$ cat src/mfu_pkg.sv
`default_nettype none

package mfu_pkg;

   localparam int NUMBER_WIDTH       = 14;
   localparam int VALUE_WIDTH        = 2;
   localparam int DIVISOR_WIDTH      = 8;
   localparam int SQUARE_WIDTH       = 2 * DIVISOR_WIDTH;
   localparam int DIV_BITS_PER_CYCLE = 4;
   localparam int DIV_CYCLES         = 4;
   localparam int DIV_WORK_WIDTH     = DIV_BITS_PER_CYCLE * DIV_CYCLES;
   localparam int DIV_COUNT_WIDTH    = $clog2(DIV_CYCLES);
   localparam int REQ_TDATA_WIDTH    = ((NUMBER_WIDTH + 7) / 8) * 8;
   localparam int RSP_TDATA_WIDTH    = ((VALUE_WIDTH + 7) / 8) * 8;

   localparam logic [DIVISOR_WIDTH-1:0] FIRST_DIVISOR  = DIVISOR_WIDTH'(2);
   localparam logic [DIVISOR_WIDTH-1:0] SECOND_DIVISOR = DIVISOR_WIDTH'(3);
   localparam logic [DIVISOR_WIDTH-1:0] DIVISOR_STRIDE = DIVISOR_WIDTH'(2);

   localparam logic signed [VALUE_WIDTH-1:0] MU_PLUS_ONE  = 2'sb01;
   localparam logic signed [VALUE_WIDTH-1:0] MU_ZERO      = 2'sb00;
   localparam logic signed [VALUE_WIDTH-1:0] MU_MINUS_ONE = 2'sb11;

   typedef enum logic [2:0] {
      SEQ_IDLE,
      SEQ_CHECK,
      SEQ_DIV_FIRST,
      SEQ_DIV_SECOND,
      SEQ_DONE
   } seq_state_type;

   typedef struct packed {
      logic                     start;
      logic [NUMBER_WIDTH-1:0]  dividend;
      logic [DIVISOR_WIDTH-1:0] divisor;
   } div_cmd_type;

   typedef struct packed {
      logic                    done;
      logic [NUMBER_WIDTH-1:0] quotient;
      logic                    rem_zero;
   } div_rsp_type;

   typedef struct packed {
      logic                          valid;
      logic signed [VALUE_WIDTH-1:0] value;
   } seq_status_type;

endpackage

`default_nettype wire

$ cat src/mfu_divider.sv
`default_nettype none

module mfu_divider
   import mfu_pkg::*;
(
   input  wire logic        clock,
   input  wire logic        reset,
   input  wire div_cmd_type cmd,
   output div_rsp_type      rsp
);

   logic                       busy_ff, busy_in;
   logic                       done_ff, done_in;
   logic [DIV_COUNT_WIDTH-1:0] count_ff, count_in;
   logic [DIVISOR_WIDTH-1:0]   rem_ff, rem_in;
   logic [DIV_WORK_WIDTH-1:0]  work_ff, work_in;
   logic [DIVISOR_WIDTH-1:0]   divisor_ff, divisor_in;

   always_comb begin
      logic [DIVISOR_WIDTH-1:0]  rem_w;
      logic [DIV_WORK_WIDTH-1:0] work_w;
      rem_w      = rem_ff;
      work_w     = work_ff;
      busy_in    = busy_ff;
      done_in    = 1'b0;
      count_in   = count_ff;
      divisor_in = divisor_ff;
      if (cmd.start) begin
         busy_in    = 1'b1;
         count_in   = '0;
         rem_w      = '0;
         work_w     = {{(DIV_WORK_WIDTH-NUMBER_WIDTH){1'b0}}, cmd.dividend};
         divisor_in = cmd.divisor;
      end else if (busy_ff) begin
         for (int i = 0; i < DIV_BITS_PER_CYCLE; i++) begin
            rem_w  = {rem_w[DIVISOR_WIDTH-2:0], work_w[DIV_WORK_WIDTH-1]};
            work_w = {work_w[DIV_WORK_WIDTH-2:0], 1'b0};
            if (rem_w >= divisor_ff) begin
               rem_w     = rem_w - divisor_ff;
               work_w[0] = 1'b1;
            end
         end
         count_in = count_ff + DIV_COUNT_WIDTH'(1);
         if (count_ff == DIV_COUNT_WIDTH'(DIV_CYCLES - 1)) begin
            busy_in = 1'b0;
            done_in = 1'b1;
         end
      end
      rem_in  = rem_w;
      work_in = work_w;
   end

   always_ff @(posedge clock) begin
      if (reset) begin
         busy_ff  <= 1'b0;
         done_ff  <= 1'b0;
         count_ff <= '0;
      end else begin
         busy_ff  <= busy_in;
         done_ff  <= done_in;
         count_ff <= count_in;
      end
      rem_ff     <= rem_in;
      work_ff    <= work_in;
      divisor_ff <= divisor_in;
   end

   assign rsp.done     = done_ff;
   assign rsp.quotient = work_ff[NUMBER_WIDTH-1:0];
   assign rsp.rem_zero = (rem_ff == '0);

endmodule

`default_nettype wire

$ cat src/mfu_sequencer.sv
`default_nettype none

module mfu_sequencer
   import mfu_pkg::*;
(
   input  wire logic                    clock,
   input  wire logic                    reset,
   input  wire logic                    number_valid,
   input  wire logic [NUMBER_WIDTH-1:0] number_in,
   output logic                         number_ready,
   output seq_status_type               status,
   input  wire logic                    result_taken,
   output div_cmd_type                  div_cmd,
   input  wire div_rsp_type             div_rsp
);

   seq_state_type                 state_ff, state_in;
   logic [NUMBER_WIDTH-1:0]       rest_ff, rest_in;
   logic [DIVISOR_WIDTH-1:0]      divisor_ff, divisor_in;
   logic                          parity_ff, parity_in;
   logic signed [VALUE_WIDTH-1:0] value_ff, value_in;
   logic [SQUARE_WIDTH-1:0]       square;
   logic                          in_range;
   logic [DIVISOR_WIDTH-1:0]      next_divisor;

   assign square       = SQUARE_WIDTH'(divisor_ff) * SQUARE_WIDTH'(divisor_ff);
   assign in_range     = square <= SQUARE_WIDTH'(rest_ff);
   assign next_divisor = (divisor_ff == FIRST_DIVISOR) ? SECOND_DIVISOR
                                                       : divisor_ff + DIVISOR_STRIDE;

   always_comb begin
      state_in = state_ff;
      case (state_ff)
         SEQ_IDLE: begin
            if (number_valid) begin
               state_in = (number_in == '0) ? SEQ_DONE : SEQ_CHECK;
            end
         end
         SEQ_CHECK: begin
            state_in = in_range ? SEQ_DIV_FIRST : SEQ_DONE;
         end
         SEQ_DIV_FIRST: begin
            if (div_rsp.done) begin
               state_in = div_rsp.rem_zero ? SEQ_DIV_SECOND : SEQ_CHECK;
            end
         end
         SEQ_DIV_SECOND: begin
            if (div_rsp.done) begin
               state_in = div_rsp.rem_zero ? SEQ_DONE : SEQ_CHECK;
            end
         end
         SEQ_DONE: begin
            if (result_taken) begin
               state_in = SEQ_IDLE;
            end
         end
         default: begin
            state_in = SEQ_IDLE;
         end
      endcase
   end

   always_comb begin
      rest_in          = rest_ff;
      divisor_in       = divisor_ff;
      parity_in        = parity_ff;
      value_in         = value_ff;
      div_cmd.start    = 1'b0;
      div_cmd.dividend = rest_ff;
      div_cmd.divisor  = divisor_ff;
      case (state_ff)
         SEQ_IDLE: begin
            if (number_valid) begin
               rest_in    = number_in;
               divisor_in = FIRST_DIVISOR;
               parity_in  = 1'b0;
               value_in   = MU_ZERO;
            end
         end
         SEQ_CHECK: begin
            if (in_range) begin
               div_cmd.start = 1'b1;
            end else begin
               value_in = (parity_ff ^ (rest_ff > NUMBER_WIDTH'(1))) ? MU_MINUS_ONE
                                                                    : MU_PLUS_ONE;
            end
         end
         SEQ_DIV_FIRST: begin
            if (div_rsp.done) begin
               if (div_rsp.rem_zero) begin
                  rest_in          = div_rsp.quotient;
                  div_cmd.start    = 1'b1;
                  div_cmd.dividend = div_rsp.quotient;
               end else begin
                  divisor_in = next_divisor;
               end
            end
         end
         SEQ_DIV_SECOND: begin
            if (div_rsp.done) begin
               if (div_rsp.rem_zero) begin
                  value_in = MU_ZERO;
               end else begin
                  parity_in  = ~parity_ff;
                  divisor_in = next_divisor;
               end
            end
         end
         default: begin
         end
      endcase
   end

   always_ff @(posedge clock) begin
      if (reset) begin
         state_ff <= SEQ_IDLE;
      end else begin
         state_ff <= state_in;
      end
      rest_ff    <= rest_in;
      divisor_ff <= divisor_in;
      parity_ff  <= parity_in;
      value_ff   <= value_in;
   end

   assign number_ready = (state_ff == SEQ_IDLE);
   assign status.valid = (state_ff == SEQ_DONE);
   assign status.value = value_ff;

endmodule

`default_nettype wire

$ cat src/mobius_function_unit.sv
// Mobius function unit: returns mu(n) for a 14-bit unsigned n.
// Input channel req_*: one transaction carries n in req_tdata[13:0].
// Result channel rsp_*: one transaction per input, mu(n) in rsp_tdata[1:0] as
// two's complement (01 = +1, 00 = 0, 11 = -1). n = 0 answers 0, n = 1 answers +1.
// n is factored by trial division with candidates 2, 3, 5, 7, ... while the
// square of the candidate does not exceed the unfactored rest. Every candidate
// takes a compare step and, while in range, one pass through the shared
// divider, which resolves 4 quotient bits per cycle; a candidate that divides
// costs a second division. The block handles one transaction at a time;
// req_tready is low from acceptance until the result is handed to the output
// register. The output register holds the result while rsp_tready is low, and
// a new input is accepted while that result waits. A stall keeps the sequencer
// in its done state once a second result is ready.
// Reset (synchronous, active high) returns the sequencer to idle and empties
// the output register.
`default_nettype none

module mobius_function_unit
   import mfu_pkg::*;
(
   input  wire logic                       clock,
   input  wire logic                       reset,
   input  wire logic                       req_tvalid,
   output logic                            req_tready,
   input  wire logic [REQ_TDATA_WIDTH-1:0] req_tdata,  // [13:0] number_in
   output logic                            rsp_tvalid,
   input  wire logic                       rsp_tready,
   output logic [RSP_TDATA_WIDTH-1:0]      rsp_tdata   // [1:0] mobius_value
);

   div_cmd_type                   div_cmd;
   div_rsp_type                   div_rsp;
   seq_status_type                status;
   logic                          load;
   logic                          out_valid_ff, out_valid_in;
   logic signed [VALUE_WIDTH-1:0] out_value_ff, out_value_in;

   mfu_sequencer u_sequencer (
      .clock        (clock),
      .reset        (reset),
      .number_valid (req_tvalid),
      .number_in    (req_tdata[NUMBER_WIDTH-1:0]),
      .number_ready (req_tready),
      .status       (status),
      .result_taken (load),
      .div_cmd      (div_cmd),
      .div_rsp      (div_rsp)
   );

   mfu_divider u_divider (
      .clock (clock),
      .reset (reset),
      .cmd   (div_cmd),
      .rsp   (div_rsp)
   );

   assign load = status.valid && (!out_valid_ff || rsp_tready);

   always_comb begin
      out_valid_in = out_valid_ff;
      out_value_in = out_value_ff;
      if (load) begin
         out_valid_in = 1'b1;
         out_value_in = status.value;
      end else if (rsp_tready) begin
         out_valid_in = 1'b0;
      end
   end

   always_ff @(posedge clock) begin
      if (reset) begin
         out_valid_ff <= 1'b0;
      end else begin
         out_valid_ff <= out_valid_in;
      end
      out_value_ff <= out_value_in;
   end

   assign rsp_tvalid = out_valid_ff;
   assign rsp_tdata  = {{(RSP_TDATA_WIDTH-VALUE_WIDTH){1'b0}}, out_value_ff};

endmodule

`default_nettype wire

$ cat config.mk
export PLATFORM = sky130hd
export DESIGN_NAME = mobius_function_unit
export DESIGN_NICKNAME = d
export VERILOG_FILES = /design/src/mfu_pkg.sv /design/src/mfu_divider.sv /design/src/mfu_sequencer.sv /design/src/mobius_function_unit.sv
export SDC_FILE = /design/constraint.sdc
export NUM_CORES = 1
export LEC_CHECK = 0
export ABC_AREA = 0
export BUFFER_PORTS_ARGS = -buffer_cell sky130_fd_sc_hd__clkbuf_2
export CORE_AREA = 5 5 105 107
export CTS_BUF_LIST = sky130_fd_sc_hd__clkbuf_2 sky130_fd_sc_hd__clkbuf_4 sky130_fd_sc_hd__clkbuf_8
export DETAILED_ROUTE_END_ITERATION = 10
export DIE_AREA = 0 0 110 112
export GPL_ROUTABILITY_DRIVEN = 0
export GPL_TIMING_DRIVEN = 0
export PLACE_DENSITY = 0.95
export RECOVER_POWER = 50
export SYNTH_ARGS = -nofsm -noshare
export SYNTH_HDL_FRONTEND = slang
export SYNTH_SLANG_ARGS = --single-unit
$ cat constraint.sdc
create_clock -name clock -period 19.5 [get_ports clock]
set_clock_uncertainty 0.2 [all_clocks]
set_input_delay 1.95 -clock clock [delete_from_list [all_inputs] [get_ports clock]]
set_output_delay 1.95 -clock clock [all_outputs]
set_load 0.05 [all_outputs]
* Word-level counts from Yosys, hierarchy flattened
Index checks and enable logic that the tools add are counted. W data, S select, Z words.
Storage, ports and cells: input bits 20, flip-flop bits (word level) 67, bits in latches 0, output and inout port bits 10, logic and storage cells 123, memory bits (read-only) 0, bits in writable memories 0, memories kept 0
Cells by class: reductions and logical operators 21, shift operators 0, divide/modulo/power cells 0, equal/unequal tests 17, mux-type cells 55, multipliers 1, add/sub/neg operators 6, $lt $le $gt $ge 6, bitwise logic cells 3
Operators with widths (count):
- $mux W14 | 6
- $mux W7 | 9
- $mux W8 | 5
- $ge A8 B8 Y1 | 4
- $mux W15 | 2
- $pmux W14 S2 | 1
- $mux W3 | 7
- $sub A7 B7 Y7 | 3
- $le A16 B14 Y1 | 1
- $mul A8 B8 Y16 | 1
- $pmux W8 S2 | 1
- $reduce_and A4 Y1 | 4
- $pmux W3 S5 | 1
- $gt A14 B1 Y1 const B | 1
- $logic_not A14 Y1 | 1
- $mux W1 | 14
- $mux W2 | 6
- $ne A2 B1 Y1 const B | 6
- $reduce_bool A2 Y1 | 5
- $add A8 B2 Y8 const B | 1
- $eq A8 B2 Y1 const B | 1
- $logic_not A8 Y1 | 1
- $ne A2 B2 Y1 const B | 4
- $sub A8 B8 Y8 | 1
- 19 further kinds | 23

* Logic depth before layout (Yosys ltp)
Gate-level depths: netlist (run 1).
depth in word-level cells 17, depth in mapped cells 35, gate-level depth less buffers 33

* Cells and area by module
A second synthesis (run 1) with hierarchy kept.
Second synthesis, totals: cell total of the unflattened synthesis 737, area total of the unflattened synthesis 6861.6 um2
Modules (own cells, without submodules):
- mfu_sequencer | cells each 401, instances 1, area each 3567.2 um2, sequential area each 810.8 um2
- mfu_divider | cells each 322, instances 1, area each 3130.5 um2, sequential area each 940.9 um2
- mobius_function_unit | cells each 14, instances 1, area each 163.9 um2, sequential area each 80.1 um2

* Worst setup path after synthesis (run 1)
OpenSTA, ideal clock, no wires.
kind reg-to-reg, start register u_divider.divisor_ff[1], end register u_divider.rem_ff[5], library setup time 0.079 ns, cell stages (with the launch flop) 28, path buffers 1, clock period less this slack 6.991 ns, required time 19.221 ns, setup slack 12.509 ns, data arrival time 6.712 ns, cells stage by stage edfxtp_1 > inv_1 > fa_1 > a211oi_2 > o21ai_2 > a211o_1 > nand3_1 > o21ai_0 > fa_1 > nand2b_1 > a21o_1 > a21o_1 > a21oi_4 > mux2_2 > ha_1 > o21a_1 > o31a_1 > a21oi_1 > o21ai_2 > mux2_2 > fa_1 > nand2b_1 > a21oi_1 > o21ai_0 > a31oi_1 > clkbuf_1 > a21boi_0 > a211oi_2
Between the ends: word-level cells in the longest chain between the ends 14, elaborated cells between the ends (all ways) 18, those cells by class 4 x add/sub; 4 x order compare; 10 x mux
Ends and longest elaborated chain:
- start: declaration | RTL line mfu_divider.sv:17 | logic [DIVISOR_WIDTH-1:0] divisor_ff, divisor_in;
- start signal: assignment | RTL line mfu_divider.sv:65 | divisor_ff <= divisor_in;
- $sub A7 B7 Y7 or $ge A8 B8 Y1 (tied branches) | RTL line mfu_divider.sv:39, mfu_divider.sv:38
- $mux W7 | RTL line mfu_divider.sv:38 | if (rem_w >= divisor_ff) begin
- $mux W7 | RTL line mfu_divider.sv:34 | end else if (busy_ff) begin
- $mux W7 | RTL line mfu_divider.sv:28 | if (cmd.start) begin
- $sub A7 B7 Y7 or $ge A8 B8 Y1 (tied branches) | RTL line mfu_divider.sv:39, mfu_divider.sv:38
- $mux W7 | RTL line mfu_divider.sv:38
- $mux W7 | RTL line mfu_divider.sv:34
- $mux W7 | RTL line mfu_divider.sv:28
- $sub A7 B7 Y7 or $ge A8 B8 Y1 (tied branches) | RTL line mfu_divider.sv:39, mfu_divider.sv:38
- $mux W7 | RTL line mfu_divider.sv:38
- $mux W7 | RTL line mfu_divider.sv:34
- $mux W7 | RTL line mfu_divider.sv:28
- $sub A8 B8 Y8 or $ge A8 B8 Y1 (tied branches) | RTL line mfu_divider.sv:39, mfu_divider.sv:38
- $mux W8 * | RTL line mfu_divider.sv:38
- end signal: assignment | RTL line mfu_divider.sv:63 | rem_ff <= rem_in;
- end: declaration | RTL line mfu_divider.sv:15 | logic [DIVISOR_WIDTH-1:0] rem_ff, rem_in;
Mark *: on every way between the ends. The rest lies on a longest branch, timed or not. The select of a mux whose other input is x is not followed. A chain may end at the register's enable or synchronous reset.

* Worst setup path in the final report (run 1)
start register u_divider.divisor_ff[1], end register u_divider.rem_ff[2]
Between the ends: word-level cells in the longest chain between the ends 14, elaborated cells between the ends (all ways) 18, those cells by class 4 x add/sub; 4 x order compare; 10 x mux
Ends and longest elaborated chain (RTL line):
- $sub A7 B7 Y7 or $ge A8 B8 Y1 (tied branches) | mfu_divider.sv:39, mfu_divider.sv:38
- $mux W7 | mfu_divider.sv:38
- $mux W7 | mfu_divider.sv:34
- $mux W7 | mfu_divider.sv:28
- $sub A7 B7 Y7 or $ge A8 B8 Y1 (tied branches) | mfu_divider.sv:39, mfu_divider.sv:38
- $mux W7 | mfu_divider.sv:38
- $mux W7 | mfu_divider.sv:34
- $mux W7 | mfu_divider.sv:28
- $ge A8 B8 Y1 or $sub A7 B7 Y7 (tied branches) | mfu_divider.sv:38, mfu_divider.sv:39
- $mux W7 | mfu_divider.sv:38
- $mux W7 | mfu_divider.sv:34
- $mux W7 | mfu_divider.sv:28
- $sub A8 B8 Y8 or $ge A8 B8 Y1 (tied branches) | mfu_divider.sv:39, mfu_divider.sv:38
- $mux W8 * | mfu_divider.sv:38
Marked as above.

==> results_dict.tcl, run 1 <==
set metrics [dict create \
    status "completed" \
    antennaDiodeCount 0 \
    layout.core_utilization_pct 72.4 \
    io_buffers 20 \
    clk_path_buf_depth 2 \
    grt_pass1_wl_mm 29.1 \
    r2r_slack_ns 11.05 \
    hold_viol 0 \
    reg2regPathDepth 30 \
    seq_area_frac_synth_pct 26.9 \
    ys_ff_latch 67 \
    dpl.hpwl_mm 13.3 \
    h-tree-depth 3 \
    wl_mm 17.6 \
    post-route-period-util_pct 43.3 \
    wire_per_inst_um 19.0 \
    fillers 676 \
    hold_path_depth 0 \
    fin_crit_ns 8.45 \
    grt_pass1_vias 6361 \
    grt_max_degree 18 \
    r2r-end "u_divider.rem_ff[2]" \
    dieArea_mm2 0.0123 \
    cts-root-buf "clkbuf_8" \
    die_h_um 112 \
    slowest_delay_ns 0.52 \
    timing.rr.start "u_divider.divisor_ff[1]" \
    ctsResizeCount 0 \
    tns_ns 0 \
    slew_headroom_pct 28.1 \
    syn_area_mm2 0.00680 \
    synth-main-ff-cell "edfxtp_1" \
    drcViolationCount 0 \
    ios 30 \
    cts_made_buffers 9 \
    rows 37 \
    setup_viol 0 \
    clkLatencyLatePin_ns 0.35 \
    cts.clk_slew.worst_paths_ns 0.08 \
    slew_viol_final 0 \
    syn_inst 747 \
    syn_area_per_cell_um2 9.11 \
    synth_cell_types 70 \
    drt-pass1-iter-count 7 \
    cts_tree "built" \
    ant_nets 0 \
    start_util_pct 67.7 \
    async_reset_ff_share_pct 0 \
    worstPathArrival_ns 8.45 \
    slowest_stage "edfxtp_1" \
    grt_use_total_pct 29.5 \
    coreArea_mm2 0.0100 \
    layout-drive-gt1-share_pct 9.63 \
    drv_cap 0 \
    fin_nets 911 \
    cts-hold-fix-buffers 0 \
    synth_edf_count 49 \
    post_cts_buffers 0 \
    vias 6040 \
    required_ns 19.50 \
    cpMostUsedCell "o21ai_0" \
    syn_to_final_growth_pct 6.95 \
    overflow 0 \
    rsz0062_at_grt "false" \
    fmax_mhz 118 \
    hold_start "u_sequencer.value_ff[0]" \
    drt_iter0_drc 599 \
    clkSinkCount 67 \
    tightest_slew_ns 1.07 \
    ys_warn_count 0 \
    crit_type "flop to flop" \
    grt_antenna_before_repair 0 \
    crit_fanout 10 \
    routed_via_density 6.53 \
    start_kind "flop" \
    die_w_um 110 \
    cp-end-kind "flop" \
    worstHoldEndpoint "out_value_ff[0]" \
    hold_class "flop to flop" \
]
[worst max-delay path by stage]
| stage | slack [ns] | to | startpoint |
|---|---|---|---|
| after detailed placement | 11.26 | u_divider.rem_ff[3] | u_divider.divisor_ff[1] |
| after global placement | 11.41 | u_divider.rem_ff[2] | u_divider.divisor_ff[1] |
| after global routing | 10.65 | u_divider.rem_ff[4] | u_divider.divisor_ff[1] |
| after floorplan | 12.51 | u_divider.rem_ff[5] | u_divider.divisor_ff[1] |
| after CTS | 11.24 | u_divider.rem_ff[3] | u_divider.divisor_ff[1] |
| final | 11.05 | u_divider.rem_ff[2] | u_divider.divisor_ff[1] |
[cell usage after synthesis (9+ instances only)]
| cell | n | share of area (%) |
|---|---|---|
| a211oi_1 | 10 | 1.1 |
| a21o_1 | 9 | 0.99 |
| a21oi_1 | 38 | 2.8 |
| and2_1 | 20 | 1.8 |
| clkbuf_1 | 16 | 0.88 |
| dfxtp_1 | 18 | 5.3 |
| edfxtp_1 | 49 | 22 |
| fa_1 | 30 | 8.8 |
| ha_1 | 77 | 14 |
| inv_1 | 84 | 4.6 |
| mux2_2 | 19 | 3.1 |
| mux2i_1 | 23 | 3.4 |
| nand2_1 | 52 | 2.9 |
| nand2b_1 | 13 | 1.2 |
| nand3_1 | 13 | 0.96 |
| nand4_1 | 9 | 0.83 |
| nor2_1 | 58 | 3.2 |
| nor2b_1 | 12 | 1.1 |
| nor3_1 | 14 | 1.0 |
| o21a_1 | 11 | 1.2 |
| o21ai_0 | 29 | 2.1 |
| xnor2_1 | 22 | 2.8 |
| xor2_1 | 9 | 1.2 |
[worst max-delay path: cells and delay by family, from the launching register on]
family / cells / cell delay (ns)
flops: 1 / 0.52
mux: 1 / 0.44
fa+ha+maj: 4 / 1.62
simple gates: 6 / 1.11
buf+inv: 3 / 0.73
compound gates: 16 / 3.70
[sequential cells by signal, summed over array words and instances (netlist names)]
signal / cells
u_divider.done_ff: 1
u_divider.divisor_ff: 8
u_divider.work_ff: 16
out_value_ff: 2
u_sequencer.divisor_ff: 8
rsp_tvalid: 1
u_sequencer.value_ff: 2
u_sequencer.parity_ff: 1
u_sequencer.state_ff: 3
u_sequencer.rest_ff: 14
u_divider.rem_ff: 8
u_divider.count_ff: 2
u_divider.busy_ff: 1
[stage by stage]
step | hold WS (ns) | instance area (µm²) | setup slack [ns] | cells
after floorplan | 0.200 | 6820 | 12.51 | 752
after global placement | 0.206 | 7090 | 11.41 | 908
after detailed placement | 0.234 | 7100 | 11.26 | 909
after CTS | 0.253 | 7290 | 11.24 | 925
after global routing | 0.267 | 7270 | 10.65 | 925
final | 0.255 | 7270 | 11.05 | 925
[layer usage]
metal | global-route usage [%] | wire length, µm
met1 | 34.0 | 6270
met2 | 50.2 | 8640
met3 | 5.39 | 1610
met4 | 17.2 | 1060
met5 | 0 | 0
[cells by family (layout without fill, tap and decap cells)]
logic type	after synthesis	after routing	share of synthesized area (%)
compound gates	157	157	15.8
other cells	1	6	0.0551
fa+ha+maj	107	107	23.0
xor+xnor	31	31	3.99
mux	42	42	6.53
simple gates	230	230	17.1
flops	67	67	26.9
buf+inv	112	149	6.59
[cell type report]
class                      count  area (µm²)  area share, %
inverter                      86         323           4.44
tap                          136         170           2.34
multi-input combinational    573        4540           62.4
clock inverter                 7        67.6          0.929
clock buffer                   9         124           1.70
buffer                        26         125           1.72
timing repair buffer          21        92.6           1.27
sequential                    67        1830           25.2
[layout by cell type, fill, tap and decap left out, types with 5 or more instances in the layout]
cell / count
a211oi_1: 10
a21boi_0: 6
a21o_1: 9
a21oi_1: 38
a31oi_1: 5
and2_1: 20
and3_1: 8
buf_4: 7
clkbuf_1: 26
clkbuf_2: 11
clkbuf_8: 9
conb_1: 6
dfxtp_1: 18
edfxtp_1: 49
fa_1: 30
ha_1: 77
inv_1: 84
mux2_2: 19
mux2i_1: 23
nand2_1: 52
nand2b_1: 13
nand3_1: 13
nand4_1: 9
nor2_1: 58
nor2b_1: 12
nor3_1: 14
nor4_1: 8
o21a_1: 11
o21ai_0: 29
o21ai_1: 5
or2_2: 5
xnor2_1: 22
xor2_1: 9
Power of run 1 is left out: the tool's default activity adds up to more than one toggle a clock period on the data nets, which glitch-free logic cannot reach.
==> inputs of run 2 (changes only) <==
--- a/config.mk
+++ b/config.mk
@@ -7,13 +7,13 @@
 export LEC_CHECK = 0
 export ABC_AREA = 0
 export BUFFER_PORTS_ARGS = -buffer_cell sky130_fd_sc_hd__clkbuf_2
-export CORE_AREA = 5 5 105 107
+export CORE_AREA = 5 5 109 111
 export CTS_BUF_LIST = sky130_fd_sc_hd__clkbuf_2 sky130_fd_sc_hd__clkbuf_4 sky130_fd_sc_hd__clkbuf_8
 export DETAILED_ROUTE_END_ITERATION = 10
-export DIE_AREA = 0 0 110 112
+export DIE_AREA = 0 0 114 116
 export GPL_ROUTABILITY_DRIVEN = 0
 export GPL_TIMING_DRIVEN = 0
-export PLACE_DENSITY = 0.95
+export PLACE_DENSITY = 0.94
 export RECOVER_POWER = 50
 export SYNTH_ARGS = -nofsm -noshare
 export SYNTH_HDL_FRONTEND = slang
==> constraint.sdc (replaced) <==
create_clock -name clock -period 8.25 [get_ports clock]
set_clock_uncertainty 0.2 [all_clocks]
set_input_delay 0.825 -clock clock [delete_from_list [all_inputs] [get_ports clock]]
set_output_delay 0.825 -clock clock [all_outputs]
set_load 0.05 [all_outputs]
==> results_dict.tcl, run 2 (synthesis results as in run 1) <==
set metrics [dict create \
    status "completed" \
    largest_reg_flops 16 \
    overflow 0 \
    layout-drive-gt1-share_pct 11.9 \
    drv_cap 0 \
    cts.clk_slew.worst_paths_ns 0.08 \
    rows 38 \
    clkSinkCount 67 \
    h-tree-depth 3 \
    grt_pass1_wl_mm 28.7 \
    dieArea_mm2 0.0132 \
    fillers 727 \
    cts-root-buf "clkbuf_8" \
    antennaDiodeCount 0 \
    r2r_slack_ns 0.34 \
    grt_pass1_vias 5940 \
    slowest_stage "edfxtp_1" \
    regArea_mm2 0.00183 \
    holdWs_ns 0.284 \
    cp-end-kind "flop" \
    coreArea_mm2 0.0107 \
    crit_type "flop to flop" \
    grt_max_degree 18 \
    required_ns 8.26 \
    setup_viol 0 \
    hold_viol 0 \
    max_flop_register "u_divider.work_ff" \
    slew_viol_final 0 \
    drcViolationCount 0 \
    dpl.hpwl_mm 13.0 \
    layout.core_utilization_pct 69.6 \
    drt-pass1-iter-count 9 \
    die_w_um 114 \
    top_regs "u_divider.work_ff: 16 flops, u_sequencer.rest_ff: 14 flops" \
    syn_to_final_growth_pct 9.46 \
    slew_headroom_pct 40.0 \
    die_h_um 116 \
    multi_input_area_mm2 0.00457 \
    cts-hold-fix-buffers 0 \
    tightest_slew_ns 0.900 \
    routed_via_density 6.35 \
    mostFrequentLayoutCell "inv_1" \
    worstPathArrival_ns 7.92 \
    fin_nets 918 \
    vias 5948 \
    hold_class "flop to flop" \
    slowest_delay_ns 0.52 \
    grt_antenna_before_repair 0 \
    clk_path_buf_depth 2 \
    io_buffers 20 \
    start_kind "flop" \
    clkLatencyLatePin_ns 0.35 \
    ios 30 \
    ant_nets 0 \
    cts_made_buffers 9 \
    crit_fanout 10 \
    wire_per_inst_um 18.8 \
    fmax_mhz 127 \
    fin_crit_ns 7.91 \
    cpMostUsedCell "fa_1" \
    wl_mm 17.6 \
    start_util_pct 63.6 \
    post-route-period-util_pct 95.8 \
    grt_use_total_pct 27.0 \
    cts_tree "built" \
    drt_iter0_drc 633 \
    final_cell_mix "inv_1 (84), ha_1 (77), nor2_1 (57)" \
]
## run 2: layout make-up
class	instances	share of cell area, %
Clock inverter	7	1.88
Sequential cell	67	24.6
Clock buffer	9	1.66
Buffer	25	1.65
Timing Repair Buffer	29	2.13
Multi-Input combinational cell	573	61.4
Tap cell	140	2.35
Inverter	86	4.34
## run 2: per-layer routing
| layer | GRT usage (%) | share of wire, % | vias up |
|---|---|---|---|
| li1 | - | - | 2715 |
| met1 | 32.3 | 37 | 2783 |
| met2 | 46.8 | 49 | 352 |
| met3 | 4.07 | 8.0 | 98 |
| met4 | 14.7 | 5.4 | 0 |
| met5 | 0 | 0 | - |
## run 2: stage by stage
| step | instance area [µm²] | TNS (ns) | worst slack, ns | instances |
|---|---|---|---|---|
| floorplan | 6820 | 0 | 1.26 | 752 |
| global route | 7440 | -0.00833 | -0.00833 | 936 |
| CTS | 7370 | 0 | 0.155 | 929 |
| global placement | 7100 | 0 | 0.144 | 912 |
| finish | 7440 | 0 | 0.345 | 936 |
| detailed placement | 7100 | -0.127 | -0.0445 | 913 |
## run 2: worst paths after layout
path	cells after the start	start	end
hold / removal	0	u_sequencer.value_ff[1]	out_value_ff[1]
hold reg to reg	0	u_sequencer.value_ff[1]	out_value_ff[1]
setup reg to reg	31	u_divider.divisor_ff[0]	u_divider.rem_ff[2]
setup / recovery	31	u_divider.divisor_ff[0]	u_divider.rem_ff[2]
## run 2: critical path, delay by kind of cell (launching register included)
family                     cells  cell delay, ns
adders and majority gates      5            2.02
and+or+nand+nor                5            0.77
muxes                          1            0.41
buffers and inverters          3            0.43
AOI/OAI and AO/OA             17            3.39
DFF                            1            0.52
## run 2: what timing repair did
item | in CTS | in global routing
pin swaps | 0 | 2
endpoints found under the hold margin | 0 | 0
gates cloned | 0 | 0
endpoints found under the setup margin | 8 | 9
resized for setup | 2 | 6
setup buffers | 0 | 8
Power of run 2 is left out for the same reason.
==> inputs of run 3 (changes only) <==
==> constraint.sdc (replaced) <==
create_clock -name clock -period 8.25 [get_ports clock]
set_clock_uncertainty 0.2 [all_clocks]
set_input_delay 1.65 -clock clock [delete_from_list [all_inputs] [get_ports clock]]
set_output_delay 1.65 -clock clock [all_outputs]
set_load 0.05 [all_outputs]
==> results_dict.tcl, run 3 (synthesis results as in run 1) <==
set metrics [dict create \
    required_ns 8.26 \
    cts-root-buf "clkbuf_8" \
    slowest_delay_ns 0.51 \
    finalWorstSetupSlack_ns 0.382 \
    fin_crit_ns 7.87 \
    crit_fanout 10 \
    grt_pass1_vias 5940 \
    die_h_um 116 \
    mostFrequentLayoutCell "inv_1" \
    cp-end-kind "flop" \
    overflow 0 \
    status "completed" \
    cts_made_buffers 9 \
    dpl.hpwl_mm 13.0 \
    drv_cap 0 \
    pre_cts_ws_ns -0.0445 \
    syn_to_final_growth_pct 9.38 \
    coreArea_mm2 0.0107 \
    ios 30 \
    met2_length_mm 8.68 \
    slowest_stage "edfxtp_1" \
    routed_via_density 6.38 \
    wl_mm 17.6 \
    layout-drive-gt1-share_pct 11.4 \
    hold_start "u_sequencer.value_ff[1]" \
    cp_num_buf_inv 3 \
    die_w_um 114 \
    clk_path_buf_depth 2 \
    fin_nets 918 \
    cts-hold-fix-buffers 0 \
    max_flop_register "u_divider.work_ff" \
    cts.clk_slew.worst_paths_ns 0.08 \
    antennaDiodeCount 0 \
    rows 38 \
    worst-path-stages 31 \
    final_cell_mix "inv_1 (84), ha_1 (77), nor2_1 (57)" \
    cts_tree "built" \
    clkSinkCount 67 \
    cpMostUsedCell "fa_1" \
    grt_max_degree 18 \
    reg2regPathDepth 31 \
    slew_headroom_pct 40.1 \
    io_buffers 20 \
    hold_class "flop to flop" \
    drt-pass1-iter-count 6 \
    wire_per_inst_um 18.8 \
    largest_reg_flops 16 \
    worstPathArrival_ns 7.88 \
    drt_iter0_drc 721 \
    timing.rr.start "u_divider.divisor_ff[0]" \
    drcViolationCount 0 \
    r2r-end "u_divider.rem_ff[2]" \
    ant_nets 0 \
    critPathTopFamily "compound AO/OA/AOI/OAI gates" \
    grt_use_total_pct 27.0 \
    grt_antenna_before_repair 0 \
    worstHoldEndpoint "out_value_ff[1]" \
    post-route-period-util_pct 95.4 \
    start_util_pct 63.6 \
    clkLatencyLatePin_ns 0.35 \
    dieArea_mm2 0.0132 \
    grt_pass1_wl_mm 28.7 \
    start_kind "flop" \
    r2r_slack_ns 0.38 \
    slew_viol_final 0 \
    holdWs_ns 0.286 \
    hold_path_depth 0 \
    crit_type "flop to flop" \
    fmax_mhz 127 \
    m1WireLength_mm 6.52 \
    setup_viol 0 \
    tightest_slew_ns 0.899 \
    vias 5972 \
    hold_viol 0 \
    top_regs "u_divider.work_ff: 16 flops, u_sequencer.rest_ff: 14 flops" \
    top_layer "met4" \
    h-tree-depth 3 \
    wl_met3_mm 1.51 \
]
[run 3: area by class of cell]
cell class,count,area (µm²)
clock inverters,7,140
multi-input cells,573,4570
well taps,140,175
repair buffers,29,154
flip-flops and latches,67,1830
plain buffers,25,123
inverters,86,323
fillers,731,3260
clock buffers,9,124
[run 3: worst max-delay path by stage]
stage / start / endpoint / slack (ns)
floorplan: u_divider.divisor_ff[1] / u_divider.rem_ff[5] / 1.26
global placement: u_divider.divisor_ff[1] / u_divider.rem_ff[2] / 0.14
detailed placement: u_divider.divisor_ff[1] / u_divider.rem_ff[2] / -0.04
CTS: u_divider.divisor_ff[1] / u_divider.rem_ff[2] / 0.15
global route: u_divider.divisor_ff[0] / u_divider.rem_ff[2] / -0.008
finish: u_divider.divisor_ff[0] / u_divider.rem_ff[2] / 0.38
[run 3: worst register-to-register path, delay by kind of cell (launching register included)]
family	cells	cell delay [ns]
muxes	1	0.42
AOI/OAI and AO/OA	17	3.37
adders and majority gates	5	2.02
DFF	1	0.51
and+or+nand+nor	5	0.77
buffers and inverters	3	0.43
[run 3: stage by stage]
step / TNS, ns / utilization [%] / instance area (µm²) / cells
finish: 0 / 69.5 / 7440 / 936
global route: -0.00833 / 69.5 / 7440 / 936
CTS: 0 / 68.9 / 7370 / 929
detailed placement: -0.127 / 66.4 / 7100 / 913
global placement: 0 / 66.3 / 7100 / 912
floorplan: 0 / - / 6820 / 752
[run 3: repair_timing]
| action | in CTS | in global routing |
|---|---|---|
| setup buffers | 0 | 8 |
| setup endpoints to repair | 8 | 9 |
| pin swaps | 0 | 2 |
| resized for setup | 2 | 6 |
[run 3: routing by layer]
layer	track usage [%]	vias to the layer above
li1	-	2706
met1	32.3	2787
met2	46.8	391
met3	4.07	88
met4	14.7	0
met5	0	-
Power of run 3 is left out for the same reason.
